**config.mk**
```make
export PLATFORM = sky130hd
export DESIGN_NAME = sensor_channel_confidence_unit
export DESIGN_NICKNAME = d
export VERILOG_FILES = /design/src/rtl/scc_pkg.sv /design/src/rtl/scc_chan_state.sv /design/src/rtl/scc_conf_calc.sv /design/src/rtl/sensor_channel_confidence_unit.sv
export SDC_FILE = /design/constraint.sdc
export NUM_CORES = 2
export LEC_CHECK = 0
export ABC_AREA = 1
export BUFFER_PORTS_ARGS = -buffer_cell sky130_fd_sc_hd__buf_2
export CAP_MARGIN = 5
export CORE_ASPECT_RATIO = 0.5
export CORE_MARGIN = 4
export CORE_UTILIZATION = 63
export DETAILED_ROUTE_END_ITERATION = 10
export MAX_ROUTING_LAYER = met4
export PLACE_DENSITY = 0.81
export SLEW_MARGIN = 0
export SYNTH_ARGS = -nofsm -noshare
export SYNTH_HDL_FRONTEND = slang
export SYNTH_HIERARCHICAL = 1
export SYNTH_SLANG_ARGS = --single-unit
```
**constraint.sdc**
```tcl
create_clock -name clock -period 12.35 [get_ports clock]
set_clock_uncertainty 0.2 [all_clocks]
set_input_delay 0 -clock clock [delete_from_list [all_inputs] [get_ports clock]]
set_output_delay 0 -clock clock [all_outputs]
set_load 0.05 [all_outputs]
```
**src/rtl/scc_pkg.sv**
```systemverilog
// ----------------------------------------------------------------------------
// scc_pkg
// Types and constants shared by the sensor channel confidence unit.
// ----------------------------------------------------------------------------
`default_nettype none

package scc_pkg;

   localparam int unsigned NUM_TRACKED = 7;
   localparam int unsigned IDX_W       = 3;

   localparam logic [15:0] CONF_ONE      = 16'd32768;
   localparam logic [15:0] CONF_STEP     = 16'd328;
   localparam logic signed [31:0] SEA_LEVEL_Q10 = 32'sd103756800;

   // Channel codes.
   localparam logic [3:0] CH_GYRO_FIRST = 4'd3;
   localparam logic [3:0] CH_BARO       = 4'd6;
   localparam logic [3:0] CH_MAG        = 4'd7;
   localparam logic [3:0] CH_GPS        = 4'd8;

   // Register indexes.
   localparam logic [2:0] CSR_TIMEOUT    = 3'd0;
   localparam logic [2:0] CSR_PENALTY    = 3'd1;
   localparam logic [2:0] CSR_MIN_VALID  = 3'd2;
   localparam logic [2:0] CSR_SPIKE_ACC  = 3'd3;
   localparam logic [2:0] CSR_SPIKE_GYRO = 3'd4;
   localparam logic [2:0] CSR_SPIKE_BARO = 3'd5;

   typedef struct packed {
      logic [3:0]         channel;
      logic signed [31:0] sample_value;
      logic [31:0]        group_time;
      logic [31:0]        current_time;
      logic               fix_ok;
   } req_type;

   typedef struct packed {
      logic [3:0]  result_channel;
      logic [15:0] confidence;
   } rsp_type;

   typedef struct packed {
      logic [31:0] timeout_limit;
      logic [15:0] penalty_factor;
      logic [15:0] min_valid;
      logic [31:0] spike_limit_acc;
      logic [31:0] spike_limit_gyro;
      logic [31:0] spike_limit_baro;
   } cfg_type;

   // State update from the datapath to the channel store.
   typedef struct packed {
      logic        write_conf;
      logic        write_last;
      logic [15:0] conf;
   } upd_type;

endpackage

`default_nettype wire

```
**src/rtl/scc_chan_state.sv**
```systemverilog
// ----------------------------------------------------------------------------
// scc_chan_state
// Per-channel last good value and running confidence for the tracked channels.
// ----------------------------------------------------------------------------
`default_nettype none

module scc_chan_state (
   input  wire logic                              clock,
   input  wire logic                              reset,
   input  wire logic [scc_pkg::IDX_W-1:0]         idx,
   output logic signed [31:0]                     last_value,
   output logic [15:0]                            last_conf,
   input  wire logic                              update_en,
   input  wire scc_pkg::upd_type                  upd,
   input  wire logic signed [31:0]                new_value
);

   logic signed [31:0] last_ff [scc_pkg::NUM_TRACKED];
   logic [15:0]        conf_ff [scc_pkg::NUM_TRACKED];

   logic idx_ok;
   assign idx_ok = ({1'b0, idx} < 4'(scc_pkg::NUM_TRACKED));

   always_comb begin
      last_value = '0;
      last_conf  = '0;
      if (idx_ok) begin
         last_value = last_ff[idx];
         last_conf  = conf_ff[idx];
      end
   end

   always_ff @(posedge clock) begin
      if (reset) begin
         for (int i = 0; i < scc_pkg::NUM_TRACKED; i++) begin
            last_ff[i] <= (i == int'(scc_pkg::CH_BARO)) ? scc_pkg::SEA_LEVEL_Q10 : '0;
            conf_ff[i] <= '0;
         end
      end else if (update_en && idx_ok) begin
         if (upd.write_conf) begin
            conf_ff[idx] <= upd.conf;
         end
         if (upd.write_last) begin
            last_ff[idx] <= new_value;
         end
      end
   end

endmodule

`default_nettype wire

```
**src/rtl/scc_conf_calc.sv**
```systemverilog
// ----------------------------------------------------------------------------
// scc_conf_calc
// Timeout, spike check and confidence update for one registered sample.
// ----------------------------------------------------------------------------
`default_nettype none

module scc_conf_calc (
   input  wire scc_pkg::req_type     req,
   input  wire scc_pkg::cfg_type     cfg,
   input  wire logic signed [31:0]   last_value,
   input  wire logic [15:0]          last_conf,
   output scc_pkg::upd_type          upd,
   output logic [15:0]               confidence
);

   logic [31:0]        age;
   logic               late;
   logic [31:0]        limit;
   logic signed [32:0] diff;
   logic [32:0]        mag;
   logic               spike;
   logic [31:0]        prod;
   logic [16:0]        inc;
   logic [15:0]        tracked_conf;
   logic [15:0]        raw_conf;

   assign age  = req.current_time - req.group_time;
   assign late = (age > cfg.timeout_limit);

   always_comb begin
      if (req.channel < scc_pkg::CH_GYRO_FIRST) begin
         limit = cfg.spike_limit_acc;
      end else if (req.channel < scc_pkg::CH_BARO) begin
         limit = cfg.spike_limit_gyro;
      end else begin
         limit = cfg.spike_limit_baro;
      end
   end

   // Exact 33-bit difference, so a jump across the full range never wraps.
   assign diff  = {req.sample_value[31], req.sample_value} - {last_value[31], last_value};
   assign mag   = diff[32] ? 33'(-diff) : 33'(diff);
   assign spike = (mag > {1'b0, limit});

   assign prod = last_conf * cfg.penalty_factor;
   assign inc  = {1'b0, last_conf} + {1'b0, scc_pkg::CONF_STEP};

   always_comb begin
      if (spike) begin
         raw_conf = prod[31:16];
      end else if (inc > {1'b0, scc_pkg::CONF_ONE}) begin
         raw_conf = scc_pkg::CONF_ONE;
      end else begin
         raw_conf = inc[15:0];
      end
   end

   always_comb begin
      if (late) begin
         tracked_conf = '0;
      end else if (raw_conf < cfg.min_valid) begin
         tracked_conf = '0;
      end else begin
         tracked_conf = raw_conf;
      end
   end

   always_comb begin
      upd.write_conf = 1'b0;
      upd.write_last = 1'b0;
      upd.conf       = tracked_conf;
      if (req.channel == scc_pkg::CH_MAG) begin
         confidence = late ? 16'd0 : scc_pkg::CONF_ONE;
      end else if (req.channel == scc_pkg::CH_GPS) begin
         confidence = (late || !req.fix_ok) ? 16'd0 : scc_pkg::CONF_ONE;
      end else begin
         confidence     = tracked_conf;
         upd.write_conf = (req.channel < scc_pkg::CH_MAG);
         upd.write_last = (req.channel < scc_pkg::CH_MAG) && !late && !spike;
      end
   end

endmodule

`default_nettype wire

```
**src/rtl/sensor_channel_confidence_unit.sv**
```systemverilog
// An accepted request passes the request register, then the result register.
// Throughput: one request per cycle; the input stalls only while a result waits in
// the result register under a receiver stall. The per-channel state written by one
// request is read by the next in the following cycle through the single stage.
// Reset is synchronous and active high; it restores the register defaults, clears
// all confidences and sets the pressure channel's last value to sea level.
// ----------------------------------------------------------------------------
// sensor_channel_confidence_unit
// Top level: request register, confidence datapath, channel store, result
// register and the configuration registers.
// ----------------------------------------------------------------------------
`default_nettype none

module sensor_channel_confidence_unit (
   input  wire logic              clock,
   input  wire logic              reset,
   input  wire logic              req_valid,
   output logic                   req_stall,
   input  wire scc_pkg::req_type  req_payload,
   output logic                   rsp_valid,
   input  wire logic              rsp_stall,
   output scc_pkg::rsp_type       rsp_payload,
   input  wire logic              csr_valid,
   output logic                   csr_ready,
   input  wire logic [2:0]        csr_index,
   input  wire logic [31:0]       csr_data
);

   scc_pkg::cfg_type cfg_ff;
   scc_pkg::req_type s1_ff;
   logic             s1_valid_ff;
   scc_pkg::rsp_type out_ff;
   logic             out_valid_ff;

   logic               out_free;
   logic               chan_ok;
   logic               s1_fire;
   logic signed [31:0] last_value;
   logic [15:0]        last_conf;
   logic [15:0]        confidence;
   scc_pkg::upd_type   upd;

   assign csr_ready = 1'b1;

   always_ff @(posedge clock) begin
      if (reset) begin
         cfg_ff.timeout_limit    <= 32'd100000;
         cfg_ff.penalty_factor   <= 16'd32768;
         cfg_ff.min_valid        <= 16'd3277;
         cfg_ff.spike_limit_acc  <= 32'd51200;
         cfg_ff.spike_limit_gyro <= 32'd10240;
         cfg_ff.spike_limit_baro <= 32'd512000;
      end else if (csr_valid && csr_ready) begin
         unique case (csr_index)
            scc_pkg::CSR_TIMEOUT:    cfg_ff.timeout_limit    <= csr_data;
            scc_pkg::CSR_PENALTY:    cfg_ff.penalty_factor   <= csr_data[15:0];
            scc_pkg::CSR_MIN_VALID:  cfg_ff.min_valid        <= csr_data[15:0];
            scc_pkg::CSR_SPIKE_ACC:  cfg_ff.spike_limit_acc  <= csr_data;
            scc_pkg::CSR_SPIKE_GYRO: cfg_ff.spike_limit_gyro <= csr_data;
            scc_pkg::CSR_SPIKE_BARO: cfg_ff.spike_limit_baro <= csr_data;
            default: begin
            end
         endcase
      end
   end

   // Requests for channels past GPS leave the stage without a result.
   assign out_free  = !out_valid_ff || !rsp_stall;
   assign chan_ok   = (s1_ff.channel <= scc_pkg::CH_GPS);
   assign s1_fire   = s1_valid_ff && (!chan_ok || out_free);
   assign req_stall = s1_valid_ff && !s1_fire;

   always_ff @(posedge clock) begin
      if (reset) begin
         s1_valid_ff <= 1'b0;
      end else if (!req_stall) begin
         s1_valid_ff <= req_valid;
      end
   end

   always_ff @(posedge clock) begin
      if (req_valid && !req_stall) begin
         s1_ff <= req_payload;
      end
   end

   scc_chan_state u_state (
      .clock      (clock),
      .reset      (reset),
      .idx        (s1_ff.channel[scc_pkg::IDX_W-1:0]),
      .last_value (last_value),
      .last_conf  (last_conf),
      .update_en  (s1_fire && chan_ok),
      .upd        (upd),
      .new_value  (s1_ff.sample_value)
   );

   scc_conf_calc u_calc (
      .req        (s1_ff),
      .cfg        (cfg_ff),
      .last_value (last_value),
      .last_conf  (last_conf),
      .upd        (upd),
      .confidence (confidence)
   );

   always_ff @(posedge clock) begin
      if (reset) begin
         out_valid_ff <= 1'b0;
      end else if (s1_fire && chan_ok) begin
         out_valid_ff <= 1'b1;
      end else if (!rsp_stall) begin
         out_valid_ff <= 1'b0;
      end
   end

   always_ff @(posedge clock) begin
      if (s1_fire && chan_ok) begin
         out_ff.result_channel <= s1_ff.channel;
         out_ff.confidence     <= confidence;
      end
   end

   assign rsp_valid   = out_valid_ff;
   assign rsp_payload = out_ff;

endmodule

`default_nettype wire
```
==> metrics.yaml <==
outcome:
  outcome: "completed"
logic_synthesis:
  syn_area_um2: 43000
  synthTopCellsByArea: "edfxtp_1 (32%), dfxtp_1 (9.8%), fa_1 (9.1%)"
  synth_common_cells: "nand2_1 (948), nor2_1 (935), inv_1 (839)"
  synth_top_area_share_pct: 31.9
  synth_flop_cell: "edfxtp_1"
  synthCells: 5250
  yosys_warnings: 6
  yosysTopAreaCell: "edfxtp_1"
  synthMostInstantiatedCell: "nand2_1"
  ys_types: 59
  synth_edf_count: 457
  ys_ff_latch: 667
  seq_area_frac_synth_pct: 41.7
  async_flop_share_pct: 0
  avgSynthCellArea_um2: 8.20
clocking:
  cts_sinks: 667
  postCtsSetupBuffers: 0
  cts_tree: "yes"
  cts_buffer_depth: 3
  numCtsBuffers: 60
  root_buffer: "clkbuf_16"
  clk_latency_ns: 0.66
  clk_pin_slew_worst_paths_ns: 0.07
  cts_max_level: 2
setup_path:
  rr_endpoint: "u_state/conf_ff[2][5]$_SDFFCE_PN0P_"
  cpLargestDelayFamily: "adder cells"
  cp_slowest_stage_delay_ns: 0.74
  crit_path_max_fanout: 27
  worst_r2r_path_depth: 42
  worst_ep_arrival_time_ns: 11.17
  crit_type: "flip-flop to flip-flop"
  cp.required_ns: 12.53
  path_buf_inv: 11
  start_kind: "flip-flop"
  cp_slowest_cell: "inv_1"
  reg2reg_slack_ns: 1.36
  rr_startpoint: "s1_ff[98]$_DFFE_PP_"
  timing.critical_path.mode_cell: "inv_1"
  cp-end-kind: "flip-flop"
route:
  dr.pass1.iters: 6
  drt_iter0_drc: 4851
  ant_nets: 0
  vias_per_cell: 5.83
  dr_total_vias: 38300
  totalWireLength_um: 131000
  routedWlPerCell_um: 19.9
  drc_errors: 0
sta:
  slew_headroom_pct: 17.3
  grt_setup_unrepaired: "false"
  fin_crit_sh_pct: 89.0
  tightest_slew_ns: 1.24
  fin_setup_tns_ns: 0
  maxSlewViolCount: 0
  hold_viol_final: 0
  fin_crit_ns: 10.99
  max_freq_mhz: 91.0
  setup_viol: 0
pwr:
  p_comb_share_pct: 28.9
  internal_power_mw: 4.11
  p_seq_share_pct: 40.6
  peakVddDrop_mv: 0.145
  power_mw: 6.23
  switching_share_pct: 34.0
  power-per-cell-area_nw_per_um2: 126
  power.switching_mw: 2.12
  clockPowerShare_pct: 30.6
  power_leakage_nw: 22.5
grt:
  antenna_found_initial: 1
  grt_max_degree: 123
  grt.total_usage_pct: 36.7
  grt_pass1_vias: 38200
  grt_pass1_wl_um: 203000
  grt_overflow_total: 0
floorplan:
  core_um2: 67300
  die_h_um: 193
  pin_count: 164
  initial_core_util_pct: 63.9
  dieArea_um2: 72800
  num_rows: 67
  die_w_um: 378
placed_design:
  dpl.hpwl_um: 79600
  place_area_um2: 44600
  dp_cells: 6170
  numPortBuffers: 162
  gp_congestion: 0.972
worst_hold_path:
  min-delay-start: "csr_data[23]"
  holdPathEnd: "cfg_ff[55]$_SDFFE_PP0P_"
  holdPathStages: 4
  min_path_type: "input pin to flip-flop"
layout:
  nFillCells: 4722
  drive_gt1_share_pct: 7.74
  stdcell_count: 6571
  nNetsFinal: 6203
  stdcell_area_um2: 49400
  area_growth_syn_to_layout_pct: 14.7
job:
  drv_cap: 0
==> timing repair <==
action / CTS / global route
hold buffers: 287 / 0
gates resized for setup: 0 / 0
hold endpoints to repair: 325 / 0
endpoints found under the setup margin: 0 / 0
==> worst reg2reg max path: cells and delay by family, from the launching register on <==
| family | cells | cell delay [ns] |
|---|---|---|
| AND/OR/NAND/NOR | 14 | 2.61 |
| adder cells (fa/ha/maj) | 8 | 3.71 |
| AO/OA/AOI/OAI | 9 | 2.03 |
| buffers and inverters | 11 | 1.80 |
| flip-flops | 1 | 0.37 |
==> per-layer routing <==
layer	wire [µm]	track usage, %
met1	48400	44.2
met2	61500	60.6
met4	7690	19.3
met5	0	-
met3	13000	5.51
==> state kept, by name (all words and copies together) (netlist names) <==
signal / count
u_state/last_ff: 256
cfg_ff: 160
u_state/conf_ff: 128
s1_ff: 101
rsp_payload: 20
rsp_valid: 1
s1_valid_ff: 1
==> power groups by stage <==
stage	combinational, mW	sequential (mW)	clock (mW)
after floorplan	1.17	2.57	0
after global placement	1.61	2.57	0
after detailed placement	1.64	2.57	0
after CTS	1.72	2.52	1.89
after global routing	1.97	2.53	2.00
final	1.80	2.53	1.91
==> worst max-delay path by stage <==
stage / from / to / depth (start not counted)
3_5_place_dp: s1_ff[98]$_DFFE_PP_ / u_state/conf_ff[0][9]$_SDFFCE_PN0P_ / 42
2_1_floorplan: s1_ff[97]$_DFFE_PP_ / u_state/conf_ff[1][1]$_SDFFCE_PN0P_ / 47
5_1_grt: s1_ff[98]$_DFFE_PP_ / u_state/conf_ff[2][5]$_SDFFCE_PN0P_ / 42
4_1_cts: s1_ff[98]$_DFFE_PP_ / u_state/conf_ff[2][5]$_SDFFCE_PN0P_ / 42
3_3_place_gp: s1_ff[98]$_DFFE_PP_ / u_state/conf_ff[2][4]$_SDFFCE_PN0P_ / 43
6_report: s1_ff[98]$_DFFE_PP_ / u_state/conf_ff[2][5]$_SDFFCE_PN0P_ / 42
==> kinds of logic (layout without fill, tap and decap cells) <==
family | count (synthesis) | count (layout) | synth area share [%]
AO/OA/AOI/OAI | 763 | 763 | 9.59
other | 2 | 51 | 0.0174
flip-flops | 667 | 667 | 41.7
XOR/XNOR | 80 | 80 | 1.63
AND/OR/NAND/NOR | 2191 | 2191 | 20.8
buffers and inverters | 1107 | 1482 | 10.1
adder cells (fa/ha/maj) | 440 | 440 | 16.2
==> per-stage QoR <==
step | utilization [%] | worst slack [ns] | hold slack [ns]
2_1_floorplan | - | 3.22 | -0.131
3_3_place_gp | 66.2 | 1.91 | -0.0240
3_5_place_dp | 66.2 | 1.68 | -0.0219
4_1_cts | 73.3 | 1.56 | 0.000580
5_1_grt | 73.3 | 0.784 | 0.0435
6_report | 73.3 | 1.36 | 0.0442
==> layout by cell type (no fill, tap or decap), types with 15 or more instances in the layout <==
cell type / n
xor2_1: 55
o21ai_0: 420
buf_4: 58
fa_1: 195
ha_1: 245
a21oi_1: 170
o21ai_1: 37
o211ai_1: 28
nor2_2: 31
nor3_2: 15
buf_2: 162
inv_2: 19
nand2_2: 25
nand2_1: 948
clkbuf_16: 60
o22ai_1: 38
nor3_1: 24
conb_1: 49
nor2_1: 934
inv_1: 838
dlygate4sd3_1: 287
xnor2_1: 25
dfxtp_1: 210
edfxtp_1: 457
nand4_1: 41
nand3_1: 130
==> final cells by class <==
cell class / instances / area, µm² / share of cell area, %
antenna: 2 / 5.00 / 0.0101
tap: 897 / 1120 / 2.27
clock buffer: 77 / 1600 / 3.23
timing repair buffer: 509 / 4160 / 8.42
inverter: 861 / 3240 / 6.56
clock inverter: 35 / 344 / 0.697
sequential: 667 / 17900 / 36.3
multi-input combinational: 3523 / 21000 / 42.5
No activity file was read; power rests on OpenSTA's default activity.
